`config.mk`:
```
export PLATFORM = sky130hd
export DESIGN_NAME = btex_ctrl
export DESIGN_NICKNAME = d
export VERILOG_FILES = /design/src/sv/btex_pkg.sv /design/src/sv/btex_ctrl.sv
export SDC_FILE = /design/constraint.sdc
export NUM_CORES = 1
export LEC_CHECK = 0
export BUFFER_PORTS_ARGS = -buffer_cell sky130_fd_sc_hd__buf_2
export CORE_UTILIZATION = 54
export DETAILED_ROUTE_END_ITERATION = 10
export PLACE_DENSITY = 0.82
export REMOVE_ABC_BUFFERS = 1
export SYNTH_ARGS = -nofsm -noshare
export SYNTH_HDL_FRONTEND = slang
export SYNTH_SLANG_ARGS = --single-unit
```
`constraint.sdc`:
```
create_clock -name clk -period 3.4 [get_ports clk]
set_input_delay 0.17 -clock clk [delete_from_list [all_inputs] [get_ports clk]]
set_output_delay 0.17 -clock clk [all_outputs]
set_load 0.02 [all_outputs]
```
`src/sv/btex_pkg.sv`:
```
package btex_pkg;

  localparam int STORE_ELEMENTS = 16384;
  localparam int MEM_AW         = $clog2(STORE_ELEMENTS);

  localparam int DIM_W    = 13;
  localparam int STRIDE_W = 3;
  localparam int CFG_IDX_W  = 2;
  localparam int CFG_DATA_W = 13;
  localparam int ADDR_W   = 14;
  localparam int VAL_W    = 16;
  localparam int COORD_W  = 16;

  localparam logic [CFG_IDX_W-1:0] CFG_TEX_WIDTH  = 2'd0;
  localparam logic [CFG_IDX_W-1:0] CFG_TEX_HEIGHT = 2'd1;
  localparam logic [CFG_IDX_W-1:0] CFG_STRIDE     = 2'd2;

  localparam logic [DIM_W-1:0]    TEX_WIDTH_RST  = 13'd64;
  localparam logic [DIM_W-1:0]    TEX_HEIGHT_RST = 13'd64;
  localparam logic [STRIDE_W-1:0] STRIDE_RST     = 3'd3;

  localparam logic REQ_WRITE  = 1'b0;
  localparam logic REQ_SAMPLE = 1'b1;

  // fetch/lerp schedule: one step per cycle, reads on steps 0..11
  localparam logic [3:0] FETCH_READS = 4'd12;
  localparam logic [3:0] FETCH_LAST  = 4'd13;
  localparam logic [1:0] TEX_LAST    = 2'd3;
  localparam logic [1:0] PH_TOP      = 2'd2;
  localparam logic [1:0] PH_BOT      = 2'd0;
  localparam logic [1:0] PH_FIN      = 2'd1;

  typedef enum logic [2:0] {
    ST_IDLE,
    ST_PX,
    ST_PY,
    ST_ROW0,
    ST_ROW1,
    ST_TEX,
    ST_FETCH,
    ST_DONE
  } state_t;

  typedef enum logic [3:0] {
    OP_NONE,
    OP_PX,
    OP_PY,
    OP_ROW0,
    OP_ROW1,
    OP_TEX,
    OP_TOP,
    OP_BOT,
    OP_FIN
  } op_t;

  typedef struct packed {
    op_t        op;
    logic [1:0] sel;
    logic       rd_en;
    logic [1:0] rd_ch;
    logic [1:0] rd_k;
    logic       latch;
    logic       mem_we;
    logic       out_load;
  } cmd_t;

  typedef struct packed {
    logic out_free;
  } status_t;

endpackage

```
`src/sv/btex_ctrl.sv`:
```
module btex_ctrl (
  input  logic              clk,
  input  logic              rst,
  input  logic              in_valid,
  input  logic              in_type,
  output logic              in_ready,
  input  btex_pkg::status_t status,
  output btex_pkg::cmd_t    cmd
);
  import btex_pkg::*;

  state_t     state, state_next;
  logic [3:0] cnt, cnt_next;
  logic       accept;
  logic [1:0] ph;
  logic [1:0] ch;

  always_ff @(posedge clk) begin
    if (rst) begin
      state <= ST_IDLE;
      cnt   <= '0;
    end else begin
      state <= state_next;
      cnt   <= cnt_next;
    end
  end

  assign in_ready = (state == ST_IDLE);
  assign accept   = in_valid && in_ready;
  assign ph       = cnt[1:0];
  assign ch       = cnt[3:2];

  always_comb begin
    state_next   = state;
    cnt_next     = cnt;
    cmd          = '0;
    cmd.op       = OP_NONE;
    cmd.rd_ch    = ch;
    cmd.rd_k     = ph;
    case (state)
      ST_IDLE: begin
        if (accept) begin
          if (in_type == REQ_SAMPLE) begin
            cmd.latch  = 1'b1;
            state_next = ST_PX;
          end else begin
            cmd.mem_we = 1'b1;
          end
        end
      end
      ST_PX: begin
        cmd.op     = OP_PX;
        state_next = ST_PY;
      end
      ST_PY: begin
        cmd.op     = OP_PY;
        state_next = ST_ROW0;
      end
      ST_ROW0: begin
        cmd.op     = OP_ROW0;
        state_next = ST_ROW1;
      end
      ST_ROW1: begin
        cmd.op     = OP_ROW1;
        cnt_next   = '0;
        state_next = ST_TEX;
      end
      ST_TEX: begin
        cmd.op  = OP_TEX;
        cmd.sel = ph;
        if (ph == TEX_LAST) begin
          cnt_next   = '0;
          state_next = ST_FETCH;
        end else begin
          cnt_next = cnt + 4'd1;
        end
      end
      ST_FETCH: begin
        // four reads per channel; lerps of a channel trail its reads
        cmd.rd_en = (cnt < FETCH_READS);
        if (ph == PH_TOP && cnt < FETCH_READS) begin
          cmd.op  = OP_TOP;
          cmd.sel = ch;
        end else if (ph == PH_BOT && ch != 2'd0) begin
          cmd.op  = OP_BOT;
          cmd.sel = ch - 2'd1;
        end else if (ph == PH_FIN && ch != 2'd0) begin
          cmd.op  = OP_FIN;
          cmd.sel = ch - 2'd1;
        end
        if (cnt == FETCH_LAST) begin
          state_next = ST_DONE;
        end else begin
          cnt_next = cnt + 4'd1;
        end
      end
      ST_DONE: begin
        if (status.out_free) begin
          cmd.out_load = 1'b1;
          state_next   = ST_IDLE;
        end
      end
      default: begin
        state_next = ST_IDLE;
      end
    endcase
  end

endmodule

```
Yosys cells after proc, flatten, opt, wreduce, memory -nomap -nowiden
Index checks and enable logic that the tools add are counted.
{"block": "totals", "ff_bits": 7, "input_bits": 5, "output_inout_bits": 15, "elab_cells": 53}
{"block": "classes", "addsub": 2, "n_lt_le_gt_ge": 1, "n_eq_ne": 17, "n_mux": 21, "reduce_logical": 10}
{"cell": "one-hot mux 3 bit (8 select lines)", "n": 1}
{"cell": "one-hot mux 4 bit (6 select lines)", "n": 1}
{"cell": "2-to-1 mux 6 bit", "n": 3}
{"cell": "2-to-1 mux 3 bit", "n": 5}
{"cell": "equality test 3 bit (second input constant)", "n": 4}
{"cell": "one-hot mux 4 bit (3 select lines)", "n": 1}
{"cell": "inequality test 2 bit (second input constant)", "n": 5}
{"cell": "2-to-1 mux 4 bit", "n": 2}
{"cell": "equality test 3 x 2 -> 1 bit (second input constant)", "n": 2}
{"cell": "2-to-1 mux 1 bit", "n": 5}
{"cell": "AND reduction 5 bit", "n": 1}
{"cell": "adder 4 x 1 -> 4 bit (second input constant)", "n": 1}
{"cell": "equality test 2 bit (second input constant)", "n": 2}
{"cell": "equality test 4 bit (second input constant)", "n": 1}
{"cell": "logical AND 1 bit", "n": 4}
{"cell": "less-than comparator 4 bit (second input constant)", "n": 1}
{"cell": "2-to-1 mux 2 bit", "n": 2}
{"cell": "one-hot mux 2 bit (2 select lines)", "n": 1}
{"cell": "equality test 3 x 1 -> 1 bit (second input constant)", "n": 1}
{"cell": "logical NOT 3 bit", "n": 1}
{"cell": "nonzero test 3 bit", "n": 1}
{"cell": "equality test 2 x 1 -> 1 bit (second input constant)", "n": 1}
{"cell": "logical NOT 2 bit", "n": 1}
{"cell": "inequality test 2 x 1 -> 1 bit (second input constant)", "n": 1}
{"cell": "3 further kinds", "n": 3}

Depth between registers and ports, before layout
{"block": "depth", "word_depth": 6, "mapped_depth": 6, "depth_no_buf": 6}

Worst setup path before layout
OpenSTA, ideal clock, no wires.
{"block": "synth_timing", "kind": "reg-to-output", "start": "register cnt[0]", "end": "output port cmd[9] in the netlist's numbering", "t_arrival_ps": 1529, "required_time_ps": 3230, "slack_ps": 1701, "path_stages_with_launch": 6, "cell_sequence": "dfxtp_1 -> inv_1 -> ha_1 -> nor2b_1 -> o41ai_1 -> a21o_1"}
{"item": "start: declaration", "line_no": "btex_ctrl.sv:13", "source": "logic [3:0] cnt, cnt_next;"}
{"item": "start signal: assignment", "line_no": "btex_ctrl.sv:24", "source": "cnt <= cnt_next;"}
{"item": "end: declaration", "line_no": "btex_ctrl.sv:8", "source": "output btex_pkg::cmd_t cmd"}

==> impl_metrics.ini <==
[run_status]
outcome = finished clean

[clock_network]
path_clk_slew_ns = 0.05
holdBufCountCts = 0
post_cts_resized = 0
htree_levels = 1
cts_root_buf = clkbuf_4
clockBufferDepth = 2
numCtsBuffers = 3
tritoncts = done
clock_latency_ns = 0.25
cts.sinks = 7
cts_setup_buffers = 0

[cells_and_area]
design_area_um2 = 836
antenna_cells = 0
final_cells = 122
drive_above_1_share = 0.290
nFillCells = 116
syn_to_final_growth_pct = 12.3
register_area_um2 = 140
fin_nets = 120
multi_input_area_um2 = 526

[critical_path]
end_kind = primary output
worst_ep_required_time_ns = 3.23
reg2reg_depth = 5
r2r-start = cnt[1]
rrSetupSlack_ns = 1.80
critical_path_class = flip-flop to primary output
start_kind = flip-flop
crit_fanout = 7
r2r_end = cnt[3]
path_cells = inv_1 -> ha_1 -> nor2b_1 -> o41ai_1 -> a21o_1 -> buf_2
cp_slowest_cell = dfxtp_1
critical-path-max-stage-delay_ns = 0.42
crit_arrival_ns = 1.82

[sta]
slew_headroom = 0.569
finalSetupViolCount = 0
hold_viol_final = 0
clock.fmax_ghz = 0.501
fin_crit_ns = 1.99
rsz0062_at_grt = false
post-route-period-util = 0.587
slew_viol_final = 0
finClkSkew_ns = 0.00236
setup_tns_ns = 0
setup_ws_ns = 1.41
max_slew.worst_pin.slew_ns = 0.646

[yosys]
ys_ff_latch = 7
yosysUniqueCellTypes = 39
synth_top_area_share = 0.188
synth_edf_count = 0
syn_area_per_cell_um2 = 8.46
async_flop_share = 0
post-synth-top-count-cell = a21oi_1
syn-cell-area_um2 = 744
synth-main-ff-cell = dfxtp_1
yosys-top-cells-area = dfxtp_1 (19%), ha_1 (12%), o211ai_1 (7.1%)
synth-warning-count = 0
synthTopCellsByCount = a21oi_1 (8), dfxtp_1 (7), ha_1 (7), inv_1 (7), o211ai_1 (7)
synth_cells = 88
yosysSeqAreaShare = 0.188
yosys.area.top_type = dfxtp_1

[die]
start_util = 0.579
die_y_um = 39.1
coreArea_mm2 = 0.00128
die_w_um = 39.1
die-area_mm2 = 0.00153
rows = 13
num_io_pins = 20

[routing]
wirelength_um = 1780
vias = 731
vias_per_cell = 5.99
routedWlPerCell_um = 14.6
drc = 0
drtPass1Iterations = 4
drtIter0Drc = 30
postRouteAntennaNets = 0

[min_path]
min_from = rst
holdPathEnd = cnt[2]
min_path_cells = 2
hold_class = input port to flip-flop

[global_route]
grt_usage = 0.256
overflow = 0
grt_pass1_vias = 603
antenna_found_initial = 0
grt_pass1_wl_um = 2600
grt_max_degree = 18

[placed_design]
hpwl_um = 1320
gp_congestion = 0.808
postPlaceCellArea_um2 = 810
placed_cells = 118
port_buffers = 19
pre_cts_ws_ns = 1.70

[power_and_ir_drop]
ir_worst_vdd_mv = 0.210
pwr_density_cell_mw_per_mm2 = 271
power_leakage_nw = 0.438

[flow_run]
max_cap_violations = 0
[cells in the final DEF (no fill, tap or decap), types with 4 or more instances in the layout]
cell,count
buf_2,19
a21oi_1,8
dfxtp_1,7
nor2_1,4
inv_1,7
ha_1,7
o211ai_1,7
[worst max path at each step]
| stage | startpoint | to | cells after the start |
|---|---|---|---|
| 4_1_cts | cnt[0] | cmd[9] | 6 |
| 3_5_place_dp | cnt[0] | cmd[9] | 6 |
| 5_1_grt | cnt[0] | cmd[8] | 6 |
| 3_3_place_gp | cnt[0] | cmd[9] | 6 |
| 2_1_floorplan | cnt[0] | cmd[9] | 5 |
| 6_report | cnt[0] | cmd[9] | 6 |
[cell families (layout without fill, tap and decap cells)]
group	after synthesis	count (layout)	synth area share
fa+ha+maj	7	7	0.118
compound gates	31	31	0.297
buf+inv	12	31	0.106
flops	7	7	0.188
mux	1	1	0.0134
simple gates	29	29	0.255
xor+xnor	1	1	0.0219
[stage by stage]
stage                     utilization  hold WS [ns]  total power, mW
after detailed placement        0.630         0.439            0.150
after global routing            0.650         0.177            0.240
after CTS                       0.650         0.168            0.228
final                           0.650         0.178            0.226
after global placement          0.630         0.435            0.149
after floorplan                     -         0.239            0.132
[sequential cells by signal (all words and copies together), names as in the netlist]
signal / cells
state: 3
cnt: 4
[critical path, delay by kind of cell, from the launching register on]
| kind | cells | cell delay [ns] |
|---|---|---|
| adders and majority gates | 1 | 0.22 |
| DFF | 1 | 0.42 |
| and+or+nand+nor | 1 | 0.18 |
| AOI/OAI and AO/OA | 2 | 0.50 |
| buffers and inverters | 2 | 0.26 |
[where the power goes]
part	leakage (nW)	switching [mW]	internal [mW]
logic	0.366	0.0299	0.0207
clock network	0.0150	0.0322	0.0449
registers	0.0568	0.0134	0.0851
[area by class of cell]
class,count,area share
multi-input cells,69,0.629
flip-flops and latches,7,0.168
repair buffers,19,0.114
inverters,8,0.0359
clock buffers,4,0.0314
well taps,15,0.0225
[routing by layer]
metal,vias up,part of all wire,track usage
met5,-,0,0
met4,0,0.013,0.129
met3,4,0.061,0.0578
met2,26,0.48,0.421
met1,339,0.44,0.306
li1,362,-,-
Note: power is estimated with default switching activity, not from simulation.
